### src/design/cfe_pkg.sv
// Shared constants, codes and control structs of the CSV field extract unit.
package cfe_pkg;

    localparam int KEY_BYTES   = 3;
    localparam int DELAY_BITS  = 16;
    localparam int BUCKET_BITS = 12;

    localparam int KEY_W      = 8 * KEY_BYTES;
    localparam int ACC_W      = DELAY_BITS + 1;
    localparam int OFF_W      = $clog2(KEY_BYTES + 1);
    localparam int PEND_W     = OFF_W;
    localparam int CNT_W      = 6;
    localparam int FIELD_W    = 6;
    localparam int SEED_W     = 12;
    localparam int BCNT_W     = 13;
    localparam int CFG_IDX_W  = 3;
    localparam int CFG_DATA_W = 13;

    localparam logic [CNT_W-1:0] COUNT_MAX  = 6'd63;
    localparam logic [7:0]       COMMA_CHAR = 8'h2C;

    localparam logic [FIELD_W-1:0] DAY_FIELD_RESET    = 6'd4;
    localparam logic [FIELD_W-1:0] DELAY_FIELD_RESET  = 6'd15;
    localparam logic [FIELD_W-1:0] ORIGIN_FIELD_RESET = 6'd17;
    localparam logic [FIELD_W-1:0] DEST_FIELD_RESET   = 6'd18;
    localparam logic [SEED_W-1:0]  SEED_RESET         = 12'd2109;
    localparam logic [BCNT_W-1:0]  BUCKETS_RESET      = 13'd500;

    typedef enum logic [CFG_IDX_W-1:0] {
        CFG_DAY_FIELD    = 3'd0,
        CFG_DELAY_FIELD  = 3'd1,
        CFG_ORIGIN_FIELD = 3'd2,
        CFG_DEST_FIELD   = 3'd3,
        CFG_HASH_SEED    = 3'd4,
        CFG_BUCKET_COUNT = 3'd5
    } cfg_index_t;

    typedef struct packed {
        logic step;
        logic line_done;
        logic load_out;
    } cfe_cmd_t;

    typedef struct packed {
        logic hash_busy;
    } cfe_status_t;

endpackage

### src/design/cfe_ctrl.sv
// Controller state machine: byte acceptance, hash wait and output register valid.
module cfe_ctrl
    import cfe_pkg::*;
(
    input  logic        clk,
    input  logic        rst_n,
    input  logic        in_valid,
    input  logic        line_end,
    output logic        in_ready,
    output logic        out_valid,
    input  logic        out_ready,
    input  cfe_status_t status,
    output cfe_cmd_t    cmd
);

    typedef enum logic [1:0] {
        ST_IDLE = 2'b01,
        ST_HASH = 2'b10
    } state_t;

    state_t state_reg, state_next;
    logic   out_valid_reg, out_valid_next;
    logic   out_free;

    assign in_ready = (state_reg == ST_IDLE);
    assign out_free = !out_valid_reg || out_ready;

    always_comb
    begin
        state_next    = state_reg;
        cmd.step      = 1'b0;
        cmd.line_done = 1'b0;
        cmd.load_out  = 1'b0;
        case (state_reg)
            ST_IDLE:
            begin
                if (in_valid)
                begin
                    cmd.step = 1'b1;
                    if (line_end)
                    begin
                        cmd.line_done = 1'b1;
                        state_next    = ST_HASH;
                    end
                end
            end
            ST_HASH:
            begin
                if (!status.hash_busy && out_free)
                begin
                    cmd.load_out = 1'b1;
                    state_next   = ST_IDLE;
                end
            end
            default:
            begin
                state_next = ST_IDLE;
            end
        endcase
    end

    always_comb
    begin
        if (cmd.load_out)
        begin
            out_valid_next = 1'b1;
        end
        else if (out_ready)
        begin
            out_valid_next = 1'b0;
        end
        else
        begin
            out_valid_next = out_valid_reg;
        end
    end

    assign out_valid = out_valid_reg;

    always_ff @(posedge clk or negedge rst_n)
    begin
        if (!rst_n)
        begin
            state_reg     <= ST_IDLE;
            out_valid_reg <= 1'b0;
        end
        else
        begin
            state_reg     <= state_next;
            out_valid_reg <= out_valid_next;
        end
    end

endmodule

### src/design/cfe_hash.sv
// Key hash datapath: multiply-accumulate per key byte and bit-serial modulo reduction.
module cfe_hash
    import cfe_pkg::*;
(
    input  logic                   clk,
    input  logic                   rst_n,
    input  logic                   cfg_write,
    input  logic [CFG_IDX_W-1:0]   cfg_index,
    input  logic [CFG_DATA_W-1:0]  cfg_data,
    input  logic                   start,
    input  logic [KEY_W-1:0]       key,
    output logic                   busy,
    output logic [BUCKET_BITS-1:0] bucket
);

    localparam int M_W    = BUCKET_BITS + 1;
    localparam int CMP_W  = (M_W > BCNT_W) ? M_W : BCNT_W;
    localparam int MUL_W  = BUCKET_BITS + SEED_W;
    localparam int PROD_W = MUL_W + 1;
    localparam int BIT_W  = $clog2(PROD_W);
    localparam int LEFT_W = $clog2(KEY_BYTES + 1);

    logic [SEED_W-1:0]      seed_reg;
    logic [BCNT_W-1:0]      count_reg;
    logic [M_W-1:0]         m_reg;
    logic [M_W-1:0]         m_eff;
    logic [CMP_W-1:0]       count_wide;
    logic [KEY_W-1:0]       key_reg;
    logic [LEFT_W-1:0]      left_reg;
    logic [BUCKET_BITS-1:0] rem_reg, rem_next;
    logic [PROD_W-1:0]      div_reg;
    logic [BIT_W-1:0]       bit_reg;
    logic                   busy_reg;
    logic                   reduce_reg;
    logic [7:0]             top_byte;
    logic [MUL_W-1:0]       mul;
    logic [PROD_W-1:0]      prod;
    logic [M_W-1:0]         shifted;
    logic                   byte_stop;

    assign count_wide = CMP_W'(count_reg);

    always_comb
    begin
        if (count_reg == '0)
        begin
            m_eff = M_W'(1);
        end
        else if (count_wide > (CMP_W'(1) << BUCKET_BITS))
        begin
            m_eff = M_W'(1) << BUCKET_BITS;
        end
        else
        begin
            m_eff = M_W'(count_wide);
        end
    end

    assign top_byte  = key_reg[KEY_W-1 -: 8];
    assign byte_stop = (left_reg == '0) || (top_byte == 8'd0);
    assign mul       = rem_reg * seed_reg;
    assign prod      = {1'b0, mul} + PROD_W'(top_byte);
    assign shifted   = {rem_reg, div_reg[PROD_W-1]};

    always_comb
    begin
        if (shifted >= m_reg)
        begin
            rem_next = BUCKET_BITS'(shifted - m_reg);
        end
        else
        begin
            rem_next = BUCKET_BITS'(shifted);
        end
    end

    always_ff @(posedge clk or negedge rst_n)
    begin
        if (!rst_n)
        begin
            seed_reg   <= SEED_RESET;
            count_reg  <= BUCKETS_RESET;
            busy_reg   <= 1'b0;
            reduce_reg <= 1'b0;
        end
        else
        begin
            if (cfg_write)
            begin
                case (cfg_index_t'(cfg_index))
                    CFG_HASH_SEED:    seed_reg  <= cfg_data[SEED_W-1:0];
                    CFG_BUCKET_COUNT: count_reg <= cfg_data[BCNT_W-1:0];
                    default:          ;
                endcase
            end
            if (start)
            begin
                busy_reg   <= 1'b1;
                reduce_reg <= 1'b0;
            end
            else if (busy_reg)
            begin
                if (!reduce_reg)
                begin
                    if (byte_stop)
                    begin
                        busy_reg <= 1'b0;
                    end
                    else
                    begin
                        reduce_reg <= 1'b1;
                    end
                end
                else if (bit_reg == '0)
                begin
                    reduce_reg <= 1'b0;
                end
            end
        end
    end

    always_ff @(posedge clk)
    begin
        if (start)
        begin
            key_reg  <= key;
            left_reg <= LEFT_W'(KEY_BYTES);
            rem_reg  <= '0;
            m_reg    <= m_eff;
        end
        else if (busy_reg)
        begin
            if (!reduce_reg)
            begin
                if (!byte_stop)
                begin
                    div_reg  <= prod;
                    key_reg  <= key_reg << 8;
                    left_reg <= left_reg - 1'b1;
                    rem_reg  <= '0;
                    bit_reg  <= BIT_W'(PROD_W - 1);
                end
            end
            else
            begin
                rem_reg <= rem_next;
                div_reg <= div_reg << 1;
                bit_reg <= bit_reg - 1'b1;
            end
        end
    end

    assign busy   = busy_reg;
    assign bucket = rem_reg;

endmodule

### src/design/cfe_parser.sv
// Byte parser datapath: comma count, number fields, key capture and result registers.
module cfe_parser
    import cfe_pkg::*;
(
    input  logic                   clk,
    input  logic                   rst_n,
    input  logic                   cfg_write,
    input  logic [CFG_IDX_W-1:0]   cfg_index,
    input  logic [CFG_DATA_W-1:0]  cfg_data,
    input  cfe_cmd_t               cmd,
    input  logic [7:0]             text_byte,
    input  logic                   line_end,
    input  logic                   batch_start,
    input  logic [BUCKET_BITS-1:0] bucket,
    output logic [KEY_W-1:0]       hash_key,
    output logic [3:0]             day_of_week,
    output logic                   day_valid,
    output logic [DELAY_BITS-1:0]  delay_value,
    output logic                   delay_clipped,
    output logic [KEY_W-1:0]       origin_key,
    output logic [KEY_W-1:0]       dest_key,
    output logic [BUCKET_BITS-1:0] bucket_index
);

    typedef enum logic [1:0] {
        PH_SKIP   = 2'd0,
        PH_SIGN   = 2'd1,
        PH_DIGITS = 2'd2,
        PH_DONE   = 2'd3
    } number_phase_t;

    localparam int GROW_W = ACC_W + 4;
    localparam logic [ACC_W-1:0] ACC_CAP    = ACC_W'(1) << DELAY_BITS;
    localparam logic [ACC_W-1:0] DELAY_HALF = ACC_W'(1) << (DELAY_BITS - 1);

    logic [FIELD_W-1:0] day_num_reg, delay_num_reg, origin_num_reg, dest_num_reg;

    logic [CNT_W-1:0]      comma_count_reg, comma_count_next;
    logic [OFF_W-1:0]      field_offset_reg, field_offset_next;
    number_phase_t         number_phase_reg, number_phase_next;
    logic                  number_negative_reg, number_negative_next;
    logic [ACC_W-1:0]      number_accum_reg, number_accum_next;
    logic [3:0]            day_hold_reg, day_hold_next;
    logic [DELAY_BITS-1:0] delay_hold_reg, delay_hold_next;
    logic                  delay_clip_reg, delay_clip_next;
    logic [KEY_W-1:0]      key_window_reg, key_window_next;
    logic [KEY_W-1:0]      origin_hold_reg, origin_hold_next;
    logic [KEY_W-1:0]      dest_hold_reg, dest_hold_next;
    logic [PEND_W-1:0]     origin_pend_reg, origin_pend_next;
    logic [PEND_W-1:0]     dest_pend_reg, dest_pend_next;

    logic [3:0]            snap_day_reg;
    logic [DELAY_BITS-1:0] snap_delay_reg;
    logic                  snap_clip_reg;
    logic [KEY_W-1:0]      snap_origin_reg, snap_dest_reg;

    logic [3:0]             out_day_reg;
    logic                   out_day_valid_reg;
    logic [DELAY_BITS-1:0]  out_delay_reg;
    logic                   out_clip_reg;
    logic [KEY_W-1:0]       out_origin_reg, out_dest_reg;
    logic [BUCKET_BITS-1:0] out_bucket_reg;

    logic                  is_comma, is_digit, is_space, is_sign;
    logic [GROW_W-1:0]     grown;
    logic [ACC_W-1:0]      magnitude;

    assign is_comma = (text_byte == COMMA_CHAR);
    assign is_digit = (text_byte >= 8'h30) && (text_byte <= 8'h39);
    assign is_space = (text_byte == 8'h20) || ((text_byte >= 8'h09) && (text_byte <= 8'h0D));
    assign is_sign  = (text_byte == 8'h2B) || (text_byte == 8'h2D);

    always_comb
    begin
        comma_count_next     = comma_count_reg;
        field_offset_next    = field_offset_reg;
        number_phase_next    = number_phase_reg;
        number_negative_next = number_negative_reg;
        number_accum_next    = number_accum_reg;
        day_hold_next        = day_hold_reg;
        delay_hold_next      = delay_hold_reg;
        delay_clip_next      = delay_clip_reg;
        key_window_next      = key_window_reg;
        origin_hold_next     = origin_hold_reg;
        dest_hold_next       = dest_hold_reg;
        origin_pend_next     = origin_pend_reg;
        dest_pend_next       = dest_pend_reg;
        magnitude            = '0;

        if (batch_start)
        begin
            comma_count_next     = '0;
            field_offset_next    = '0;
            number_phase_next    = PH_SKIP;
            number_negative_next = 1'b0;
            number_accum_next    = '0;
            day_hold_next        = '0;
            delay_hold_next      = '0;
            delay_clip_next      = 1'b0;
            key_window_next      = '0;
            origin_hold_next     = '0;
            dest_hold_next       = '0;
            origin_pend_next     = '0;
            dest_pend_next       = '0;
        end

        if (origin_pend_next != '0)
        begin
            origin_hold_next = (origin_hold_next << 8) | KEY_W'(text_byte);
            origin_pend_next = origin_pend_next - 1'b1;
        end
        if (dest_pend_next != '0)
        begin
            dest_hold_next = (dest_hold_next << 8) | KEY_W'(text_byte);
            dest_pend_next = dest_pend_next - 1'b1;
        end

        grown = (GROW_W'(number_accum_next) << 3) + (GROW_W'(number_accum_next) << 1)
              + GROW_W'(text_byte[3:0]);

        if (is_comma)
        begin
            if (comma_count_next < COUNT_MAX)
            begin
                comma_count_next = comma_count_next + 1'b1;
                if (comma_count_next == day_num_reg)
                begin
                    if (number_negative_next || (number_accum_next == '0))
                    begin
                        day_hold_next = 4'd0;
                    end
                    else if (number_accum_next > ACC_W'(15))
                    begin
                        day_hold_next = 4'd15;
                    end
                    else
                    begin
                        day_hold_next = number_accum_next[3:0];
                    end
                end
                if (comma_count_next == delay_num_reg)
                begin
                    delay_clip_next = 1'b0;
                    magnitude       = number_accum_next;
                    if (number_negative_next)
                    begin
                        if (magnitude > DELAY_HALF)
                        begin
                            magnitude       = DELAY_HALF;
                            delay_clip_next = 1'b1;
                        end
                        delay_hold_next = DELAY_BITS'(ACC_W'(0) - magnitude);
                    end
                    else
                    begin
                        if (magnitude > (DELAY_HALF - 1'b1))
                        begin
                            magnitude       = DELAY_HALF - 1'b1;
                            delay_clip_next = 1'b1;
                        end
                        delay_hold_next = magnitude[DELAY_BITS-1:0];
                    end
                end
                if (comma_count_next == origin_num_reg)
                begin
                    if (field_offset_next >= OFF_W'(KEY_BYTES))
                    begin
                        origin_hold_next = key_window_next;
                        origin_pend_next = '0;
                    end
                    else
                    begin
                        origin_hold_next = (key_window_next << 8) | KEY_W'(COMMA_CHAR);
                        origin_pend_next = PEND_W'(KEY_BYTES - 1) - PEND_W'(field_offset_next);
                    end
                end
                if (comma_count_next == dest_num_reg)
                begin
                    if (field_offset_next >= OFF_W'(KEY_BYTES))
                    begin
                        dest_hold_next = key_window_next;
                        dest_pend_next = '0;
                    end
                    else
                    begin
                        dest_hold_next = (key_window_next << 8) | KEY_W'(COMMA_CHAR);
                        dest_pend_next = PEND_W'(KEY_BYTES - 1) - PEND_W'(field_offset_next);
                    end
                end
            end
            number_phase_next    = PH_SKIP;
            number_negative_next = 1'b0;
            number_accum_next    = '0;
            key_window_next      = '0;
            field_offset_next    = '0;
        end
        else
        begin
            if ((number_phase_next == PH_SKIP) && is_space)
            begin
                number_phase_next = PH_SKIP;
            end
            else if ((number_phase_next == PH_SKIP) && is_sign)
            begin
                number_negative_next = (text_byte == 8'h2D);
                number_phase_next    = PH_SIGN;
            end
            else if (number_phase_next != PH_DONE)
            begin
                if (is_digit)
                begin
                    if (grown > GROW_W'(ACC_CAP))
                    begin
                        number_accum_next = ACC_CAP;
                    end
                    else
                    begin
                        number_accum_next = ACC_W'(grown);
                    end
                    number_phase_next = PH_DIGITS;
                end
                else
                begin
                    number_phase_next = PH_DONE;
                end
            end
            if (field_offset_next < OFF_W'(KEY_BYTES))
            begin
                key_window_next   = (key_window_next << 8) | KEY_W'(text_byte);
                field_offset_next = field_offset_next + 1'b1;
            end
        end

        if (line_end)
        begin
            origin_hold_next     = origin_hold_next << {origin_pend_next, 3'b000};
            dest_hold_next       = dest_hold_next << {dest_pend_next, 3'b000};
            origin_pend_next     = '0;
            dest_pend_next       = '0;
        end
    end

    // The finished line values feed the snapshot and the hash before the line is cleared.
    assign hash_key = origin_hold_next;

    always_ff @(posedge clk or negedge rst_n)
    begin
        if (!rst_n)
        begin
            day_num_reg         <= DAY_FIELD_RESET;
            delay_num_reg       <= DELAY_FIELD_RESET;
            origin_num_reg      <= ORIGIN_FIELD_RESET;
            dest_num_reg        <= DEST_FIELD_RESET;
            comma_count_reg     <= '0;
            field_offset_reg    <= '0;
            number_phase_reg    <= PH_SKIP;
            number_negative_reg <= 1'b0;
            number_accum_reg    <= '0;
            day_hold_reg        <= '0;
            delay_hold_reg      <= '0;
            delay_clip_reg      <= 1'b0;
            key_window_reg      <= '0;
            origin_hold_reg     <= '0;
            dest_hold_reg       <= '0;
            origin_pend_reg     <= '0;
            dest_pend_reg       <= '0;
        end
        else
        begin
            if (cfg_write)
            begin
                case (cfg_index_t'(cfg_index))
                    CFG_DAY_FIELD:    day_num_reg    <= cfg_data[FIELD_W-1:0];
                    CFG_DELAY_FIELD:  delay_num_reg  <= cfg_data[FIELD_W-1:0];
                    CFG_ORIGIN_FIELD: origin_num_reg <= cfg_data[FIELD_W-1:0];
                    CFG_DEST_FIELD:   dest_num_reg   <= cfg_data[FIELD_W-1:0];
                    default:          ;
                endcase
            end
            if (cmd.step)
            begin
                origin_hold_reg <= origin_hold_next;
                dest_hold_reg   <= dest_hold_next;
                origin_pend_reg <= origin_pend_next;
                dest_pend_reg   <= dest_pend_next;
                if (line_end)
                begin
                    comma_count_reg     <= '0;
                    field_offset_reg    <= '0;
                    number_phase_reg    <= PH_SKIP;
                    number_negative_reg <= 1'b0;
                    number_accum_reg    <= '0;
                    day_hold_reg        <= '0;
                    delay_hold_reg      <= '0;
                    delay_clip_reg      <= 1'b0;
                    key_window_reg      <= '0;
                end
                else
                begin
                    comma_count_reg     <= comma_count_next;
                    field_offset_reg    <= field_offset_next;
                    number_phase_reg    <= number_phase_next;
                    number_negative_reg <= number_negative_next;
                    number_accum_reg    <= number_accum_next;
                    day_hold_reg        <= day_hold_next;
                    delay_hold_reg      <= delay_hold_next;
                    delay_clip_reg      <= delay_clip_next;
                    key_window_reg      <= key_window_next;
                end
            end
        end
    end

    always_ff @(posedge clk)
    begin
        if (cmd.line_done)
        begin
            snap_day_reg    <= day_hold_next;
            snap_delay_reg  <= delay_hold_next;
            snap_clip_reg   <= delay_clip_next;
            snap_origin_reg <= origin_hold_next;
            snap_dest_reg   <= dest_hold_next;
        end
        if (cmd.load_out)
        begin
            out_day_reg       <= snap_day_reg;
            out_day_valid_reg <= (snap_day_reg >= 4'd1) && (snap_day_reg <= 4'd7);
            out_delay_reg     <= snap_delay_reg;
            out_clip_reg      <= snap_clip_reg;
            out_origin_reg    <= snap_origin_reg;
            out_dest_reg      <= snap_dest_reg;
            out_bucket_reg    <= bucket;
        end
    end

    assign day_of_week   = out_day_reg;
    assign day_valid     = out_day_valid_reg;
    assign delay_value   = out_delay_reg;
    assign delay_clipped = out_clip_reg;
    assign origin_key    = out_origin_reg;
    assign dest_key      = out_dest_reg;
    assign bucket_index  = out_bucket_reg;

endmodule

### src/design/csv_flight_record_field_extract_unit.sv
// Top level of the CSV flight record field extract unit.
//
//  channel  | handshake               | beat payload
//  ---------+-------------------------+-------------------------------------------------
//  input    | in_valid / in_ready     | text_byte, line_end, batch_start
//  output   | out_valid / out_ready   | day_of_week, day_valid, delay_value,
//           |                         | delay_clipped, origin_key, dest_key, bucket_index
//  config   | cfg_write               | cfg_index, cfg_data
//
// An ordinary byte is taken whenever in_valid is high in the idle state. A line-end byte
// holds the input while the nonzero leading origin key bytes (0 to 3) are hashed, the
// modulo unit reducing one dividend bit per cycle. Reset presets the control, parse and
// config registers with no clearing pass; hash work, snapshot and output data registers
// are not reset. A finished result waits in the output register while the next line's
// bytes are taken; after the next line end the input waits until that result is taken.
module csv_flight_record_field_extract_unit
    import cfe_pkg::*;
(
    input  logic                          clk,
    input  logic                          rst_n,
    input  logic                          in_valid,
    output logic                          in_ready,
    input  logic [7:0]                    text_byte,
    input  logic                          line_end,
    input  logic                          batch_start,
    output logic                          out_valid,
    input  logic                          out_ready,
    output logic [3:0]                    day_of_week,
    output logic                          day_valid,
    output logic signed [DELAY_BITS-1:0]  delay_value,
    output logic                          delay_clipped,
    output logic [KEY_W-1:0]              origin_key,
    output logic [KEY_W-1:0]              dest_key,
    output logic [BUCKET_BITS-1:0]        bucket_index,
    input  logic                          cfg_write,
    input  logic [CFG_IDX_W-1:0]          cfg_index,
    input  logic [CFG_DATA_W-1:0]         cfg_data
);

    cfe_cmd_t               cmd;
    cfe_status_t            status;
    logic [KEY_W-1:0]       hash_key;
    logic [BUCKET_BITS-1:0] bucket;
    logic                   hash_busy;
    logic [DELAY_BITS-1:0]  delay_bits;

    assign status.hash_busy = hash_busy;
    assign delay_value      = delay_bits;

    cfe_ctrl u_ctrl
    (
        .clk       (clk),
        .rst_n     (rst_n),
        .in_valid  (in_valid),
        .line_end  (line_end),
        .in_ready  (in_ready),
        .out_valid (out_valid),
        .out_ready (out_ready),
        .status    (status),
        .cmd       (cmd)
    );

    cfe_parser u_parser
    (
        .clk           (clk),
        .rst_n         (rst_n),
        .cfg_write     (cfg_write),
        .cfg_index     (cfg_index),
        .cfg_data      (cfg_data),
        .cmd           (cmd),
        .text_byte     (text_byte),
        .line_end      (line_end),
        .batch_start   (batch_start),
        .bucket        (bucket),
        .hash_key      (hash_key),
        .day_of_week   (day_of_week),
        .day_valid     (day_valid),
        .delay_value   (delay_bits),
        .delay_clipped (delay_clipped),
        .origin_key    (origin_key),
        .dest_key      (dest_key),
        .bucket_index  (bucket_index)
    );

    cfe_hash u_hash
    (
        .clk       (clk),
        .rst_n     (rst_n),
        .cfg_write (cfg_write),
        .cfg_index (cfg_index),
        .cfg_data  (cfg_data),
        .start     (cmd.line_done),
        .key       (hash_key),
        .busy      (hash_busy),
        .bucket    (bucket)
    );

endmodule

### config.mk
export PLATFORM = sky130hd
export DESIGN_NAME = csv_flight_record_field_extract_unit
export DESIGN_NICKNAME = d
export VERILOG_FILES = /design/src/design/cfe_pkg.sv /design/src/design/cfe_ctrl.sv /design/src/design/cfe_hash.sv /design/src/design/cfe_parser.sv /design/src/design/csv_flight_record_field_extract_unit.sv
export SDC_FILE = /design/constraint.sdc
export NUM_CORES = 1
export LEC_CHECK = 0
export ABC_AREA = 1
export BUFFER_PORTS_ARGS = -buffer_cell sky130_fd_sc_hd__buf_2
export CELL_PAD_IN_SITES_DETAIL_PLACEMENT = 1
export CELL_PAD_IN_SITES_GLOBAL_PLACEMENT = 1
export CORE_MARGIN = 3
export CORE_UTILIZATION = 44
export CTS_BUF_LIST = sky130_fd_sc_hd__clkbuf_8
export DETAILED_ROUTE_END_ITERATION = 10
export PLACE_DENSITY_LB_ADDON = 0.1
export SETUP_SLACK_MARGIN = 0.02
export SLEW_MARGIN = 5
export SYNTH_ARGS = -nofsm -noshare
export SYNTH_HDL_FRONTEND = slang
export SYNTH_HIERARCHICAL = 1
export SYNTH_SLANG_ARGS = --single-unit
### constraint.sdc
create_clock -name clk -period 4.8 [get_ports clk]
set_input_delay 0 -clock clk [delete_from_list [all_inputs] [get_ports clk]]
set_output_delay 0 -clock clk [all_outputs]
set_load 0.01 [all_outputs]
==> reports/metrics.yaml, run 1 <==
sta:
  slew_violations: 0
  hold_viol: 0
  tns_ns: -0.765
  rsz0062_at_grt: "yes"
  finalCriticalPeriod_ns: 4.93
  setup_viol: 12
  worst_slack_ns: -0.134
  worst_slew_pin_slew_ns: 1.16
  slew_headroom_pct: 22.3
  max_freq_ghz: 0.203
  fin_crit_sh_pct: 103
  skew_ns: 0.0398
worst_setup_path:
  crit_path_max_fanout: 7
  reg2reg_depth: 19
  endpoint_kind: "flop"
  regToRegStartpoint: "u_hash/seed_reg[5]"
  startpoint: "u_hash/seed_reg[5]"
  rrSetupSlack_ns: -0.13
  start_kind: "flop"
  worstPathArrival_ns: 5.33
  worstSetupPathType: "reg2reg"
  required_ns: 5.20
grt:
  grt_pass1_vias: 26690
  antenna_found_initial: 2
  overflow: 0
  track_usage_pct: 27.6
  grt_first_pass_wirelength_um: 146000
  grt_max_degree: 101
pwr:
  pwr-share-clk_pct: 24.3
  pwr_density_cell_nw_per_um2: 415
  leakagePower_uw: 0.0168
  combPwrFrac_pct: 41.3
  peakVddDrop_uv: 213
  switching_power_uw: 5360
  p_seq_share_pct: 34.4
  p_int_uw: 8290
  switching_share_pct: 39.3
drt:
  wire_per_inst_um: 19.6
  initialDrtViolationCount: 1348
  wirelength_um: 91800
  final_antenna_net_count: 0
  viasPerCell: 5.25
  drc: 0
  first_pass_iters: 6
  num_vias: 24621
synth:
  ys_ff_latch: 411
  synth.area.top_cells: "edfxtp_1, nand2_1, dfrtp_1"
  synth_cells: 3552
  synth_top_cell_area_share_pct: 23.3
  synthFlopType: "edfxtp_1"
  synth_top_cell_by_area: "edfxtp_1"
  synth-edff-count: 218
  yosysSeqAreaShare_pct: 40.4
  ys_warn_count: 6
  avgSynthCellArea_um2: 7.90
  async_flop_share_pct: 43.6
  syn_nets: 3819
  netlist_area_um2: 28000
  synthDistinctLibCells: 64
cts:
  clock_sinks: 411
  htreeDepth: 3
  cts_buffers: 76
  clk_latency_ns: 0.67
  cts_tree: "yes"
  clock_path_buffers: 3
  cts_root_buf: "clkbuf_8"
  clk_pin_slew_worst_paths_ns: 0.06
floorplan:
  io_pins: 115
  initial_core_util_pct: 44.9
  core_area_um2: 62400
  die_h_um: 258
  fp.dieW_um: 258
  die-area_um2: 66800
  std_cell_rows: 91
cells_and_area:
  drive_gt1_share_pct: 17.7
  syn_to_final_growth_pct: 17.2
  largest_reg_flops: 25
  fin_area_um2: 32900
  finalNetCount: 4059
place:
  place.gp.congestion: 0.886
  detailed_place_hpwl_um: 67300
  port_buffers: 114
  postPlaceCellArea_um2: 30000
  dp_slack_ns: -0.349
worst_hold_path:
  hold_start: "batch_start"
  hp-class: "in2reg"
  hold_path_depth: 5
status:
  status: "finished, violations left"
  violations: "setup timing"
flow_run:
  cap_viol_max_count: 0
[routing by layer]
layer / vias to the layer above / track usage [%] / part of all wire [%]
met5: - / 0 / 0.014
li1: 11702 / - / -
met2: 485 / 49.4 / 51
met4: 2 / 10.3 / 3.1
met3: 166 / 3.28 / 3.1
met1: 12266 / 34.2 / 42
[synth_stat cells, drive strengths merged, types with 8 or more instances]
cell and instances:
nand2 1161, inv 623, nand3 245, nor2 239, edfxtp 218, o21ai 205
dfrtp 157, ha 126, fa 110, a21oi 93, clkbuf 77, o22ai 48
buf 47, nand4 31, dfstp 22, xor2 20, xnor2 15, dfxtp 14
a22oi 13, nand3b 13, nor3 10, or2 9, a22o 8, o21bai 8
[cell usage in the layout, fill, tap and decap left out, drive strengths merged, types with 10 or more instances in the layout]
cell type    instances
dfstp               22
fa                 110
o22ai               48
o21ai              205
dfrtp              157
nand3              245
a21oi               93
clkbuf              83
a22oi               13
nand2             1161
dfxtp               14
xnor2               15
ha                 126
nor3                10
dlygate4sd3         34
inv                653
clkinv              30
nand4               31
xor2                20
nand3b              13
buf                251
edfxtp             218
nor2               239
[path summary, 6_finish.rpt]
| path | to |
|---|---|
| setup / recovery | u_hash/div_reg[17] |
| hold / removal | u_parser/snap_day_reg[2] |
| setup reg to reg | u_hash/div_reg[17] |
| hold reg to reg | u_parser/dest_key[10] |
| max in group asynchronous | u_hash/seed_reg[7] |
| min in group asynchronous | u_parser/origin_num_reg[0] |
[worst max-delay path, cell delays in order, from the launching register on]
cell      delay, ns
dfstp_2        0.54
buf_12         0.13
nand2_4        0.05
fa_1           0.58
fa_2           0.45
fa_1           0.52
inv_2          0.05
fa_1           0.55
inv_2          0.05
fa_1           0.55
inv_2          0.05
ha_4           0.28
nand2_2        0.07
nand2_2        0.07
a21oi_2        0.18
inv_1          0.09
a21oi_2        0.19
nand3b_1       0.11
nand3_1        0.11
nand2_1        0.07
[through the flow]
| step | utilization (%) | power, uW | hold WS [ns] | cells |
|---|---|---|---|---|
| final | 52.7 | 13700 | 0.115 | 4692 |
| after global routing | 52.7 | 14700 | 0.0882 | 4692 |
| after CTS | 52.0 | 13600 | 0.0610 | 4679 |
| after detailed placement | 48.1 | 9550 | 0.0913 | 4493 |
| after global placement | 48.1 | 9380 | 0.0849 | 4493 |
| after floorplan | - | 7650 | -0.296 | 3552 |
[timing repair]
item	CTS	global route
setup endpoints to repair	18	18
hold buffers	35	0
pin swaps	60	60
setup buffers	11	12
endpoints found under the hold margin	191	0
gates resized for setup	131	96
[power groups by stage]
| stage | logic [uW] | clock network [uW] | registers [uW] |
|---|---|---|---|
| 2_1_floorplan | 3030 | 0 | 4620 |
| 3_3_place_gp | 4650 | 0 | 4730 |
| 3_5_place_dp | 4790 | 0 | 4750 |
| 4_1_cts | 5440 | 3430 | 4700 |
| 5_1_grt | 6320 | 3590 | 4750 |
| 6_report | 5640 | 3310 | 4700 |
[cells by family (layout without fill, tap and decap cells)]
group	after synthesis	count (layout)	synth area share [%]
adders and majority gates	236	236	13.5
AOI/OAI and AO/OA	395	395	8.10
xor gates and xnor gates	35	35	1.09
DFF	411	411	40.4
buffers and inverters	751	1053	10.5
and+or+nand+nor	1719	1719	26.2
other	0	1	0
muxes	5	5	0.183
[cell type report]
class | count | area, um2
diodes | 1 | 2.50
clock buffers | 82 | 1130
clock inverters | 58 | 340
fillers | 7676 | 29500
inverters | 627 | 2360
multi-input cells | 2390 | 14500
flip-flops and latches | 411 | 11400
well taps | 837 | 1050
repair buffers | 286 | 2110
(Power assumes the default switching activity.)
==> inputs of run 2 (changes only) <==
--- a/config.mk
+++ b/config.mk
@@ -7,6 +7,7 @@
 export LEC_CHECK = 0
 export ABC_AREA = 1
 export BUFFER_PORTS_ARGS = -buffer_cell sky130_fd_sc_hd__buf_2
+export CAP_MARGIN = 5
 export CELL_PAD_IN_SITES_DETAIL_PLACEMENT = 1
 export CELL_PAD_IN_SITES_GLOBAL_PLACEMENT = 1
 export CORE_MARGIN = 3
@@ -20,3 +21,4 @@
 export SYNTH_HDL_FRONTEND = slang
 export SYNTH_HIERARCHICAL = 1
 export SYNTH_SLANG_ARGS = --single-unit
+export TNS_END_PERCENT = 5
==> reports/metrics.yaml, run 2 (synthesized netlist as in run 1, its figures left out) <==
worst_setup_path:
  reg2reg_depth: 19
  endpoint_kind: "flop"
  cp_slowest_cell: "fa_1"
  path_buf_inv: 4
  start_kind: "flop"
  critical_path_depth: 19
  crit_path_max_fanout: 7
  worstSetupPathType: "reg2reg"
  cp_slowest_stage_delay_ns: 0.58
  cp_common_cell: "fa_1"
  worstPathArrival_ns: 5.30
  crit_family: "adder cells"
  required_ns: 5.21
  path_cells: "buf_12 -> nand2_4 -> fa_1 -> fa_2 -> fa_1 -> inv_2 -> fa_1 -> inv_2 -> fa_1 -> inv_2 -> ha_4 -> nand2_4 -> nor2_2 -> nand2_1 -> nand3b_1 -> nand3_2 -> nand2_1 -> nand3_1 -> nand2_1"
cells_and_area:
  finalNonFillerCells: 4686
  most-common-layout-cells: "nand2_1, inv_1, nand3_1"
  largest_reg_flops: 25
  register_area_um2: 11400
  drive_gt1_share_pct: 16.4
  multiInputGateArea_um2: 14400
  mostFrequentLayoutCell: "nand2_1"
  finalNetCount: 4053
  n_fill_cell: 7694
  syn_to_final_growth_pct: 16.4
sta:
  worst_slew_pin_slew_ns: 1.17
  hold_ws_ns: 0.110
  finalCriticalPeriod_ns: 4.89
  max_freq_ghz: 0.205
  tns_ns: -0.502
  skew_ns: 0.0447
  fin_crit_sh_pct: 102
  slew_violations: 0
  worst_slack_ns: -0.0886
  rsz0062_at_grt: "yes"
  slew_headroom_pct: 22.2
  hold_viol: 0
  setup_viol: 11
drt:
  initialDrtViolationCount: 1396
  num_vias: 24468
  wirelength_um: 91100
  drc: 0
  viasPerCell: 5.22
  wire_per_inst_um: 19.4
  first_pass_iters: 5
  final_antenna_net_count: 0
floorplan:
  io_pins: 115
  die_h_um: 258
  initial_core_util_pct: 44.9
  core_area_um2: 62400
  fp.dieW_um: 258
  std_cell_rows: 91
  die-area_um2: 66800
status:
  status: "finished, violations left"
  violations: "setup timing"
cts:
  clk_latency_ns: 0.68
  clk_pin_slew_worst_paths_ns: 0.06
  clock_sinks: 411
  cts_tree: "yes"
  cts_buffers: 76
  cts_root_buf: "clkbuf_8"
  htreeDepth: 3
  clock_path_buffers: 3
grt:
  grt_max_degree: 101
  grt_pass1_vias: 26588
  grt_first_pass_wirelength_um: 145000
  antenna_found_initial: 2
  overflow: 0
  track_usage_pct: 27.6
worst_hold_path:
  hold_path_depth: 5
  hp-class: "in2reg"
flow_run:
  cap_viol_max_count: 0
pwr:
  peakVddDrop_uv: 212
  leakagePower_uw: 0.0167
  pwr_density_cell_nw_per_um2: 412
place:
  port_buffers: 114
  dp.cells: 4493
  detailed_place_hpwl_um: 67300
  place.gp.congestion: 0.886
==> run 2: changes by cell type in the layout (fill, tap and decap cells not counted), moves of 3 or more <==
cell     change
inv_2       -16
nand3_1      +6
nand2_4      -5
inv_1       +17
buf_6        -5
fa_2         -3
fa_1         +3
nand2_1     +17
nand3_2      -4
nand2_2     -11
==> run 2: final cells by class <==
class / count / share of cell area (%)
flip-flops and latches: 411 / 34.8
well taps: 837 / 3.21
multi-input cells: 2390 / 44.0
repair buffers: 280 / 6.30
clock buffers: 82 / 3.46
diodes: 1 / 0.00767
clock inverters: 58 / 1.04
inverters: 627 / 7.21
==> run 2: where the power goes <==
| group | internal (uW) | switching [uW] | total [uW] |
|---|---|---|---|
| Sequential | 4370 | 329 | 4700 |
| Clock | 1710 | 1610 | 3320 |
| Combinational | 2140 | 3310 | 5450 |
==> run 2: worst paths after layout <==
check	to	startpoint	slack (ns)
max	u_hash/div_reg[23]	u_hash/seed_reg[5]	-0.09
min	u_parser/snap_day_reg[2]	batch_start	0.11
max reg2reg	u_hash/div_reg[23]	u_hash/seed_reg[5]	-0.09
min reg2reg	u_parser/dest_key[10]	u_parser/snap_dest_reg[10]	0.42
max in group asynchronous	u_hash/seed_reg[7]	rst_n	3.62
min in group asynchronous	u_parser/origin_num_reg[0]	rst_n	0.50
==> run 2: stage by stage <==
step / instance area, um2 / worst slack (ns) / util (%) / total power [uW]
3_5_place_dp: 30000 / -0.349 / 48.1 / 9550
6_report: 32600 / -0.0886 / 52.3 / 13500
5_1_grt: 32600 / -0.307 / 52.3 / 14500
4_1_cts: 32400 / -0.0286 / 51.9 / 13500
2_1_floorplan: 28100 / 0.00215 / - / 7650
3_3_place_gp: 30000 / -0.285 / 48.1 / 9380
==> run 2: per-layer routing <==
metal | track usage, % | wire length (um) | vias up
met4 | 9.87 | 2880 | 2
met3 | 3.22 | 2930 | 159
met1 | 34.3 | 38500 | 12178
li1 | - | - | 11701
met5 | 0 | 13 | -
met2 | 49.4 | 46700 | 428
==> run 2: tightest hold or removal path, delay by kind of cell <==
kind / cells / cell delay, ns
buffers and inverters: 3 / 0.41
multiplexers: 1 / 0.10
AND/OR/NAND/NOR: 1 / 0.14
==> run 2: what timing repair did <==
item / in CTS / in global routing
setup endpoints to repair: 18 / 18
pin swaps: 51 / 34
buffers inserted: 11 / 6
cloned: 0 / 0
hold endpoints to repair: 191 / 0
hold buffers: 35 / 0
resized for setup: 113 / 46
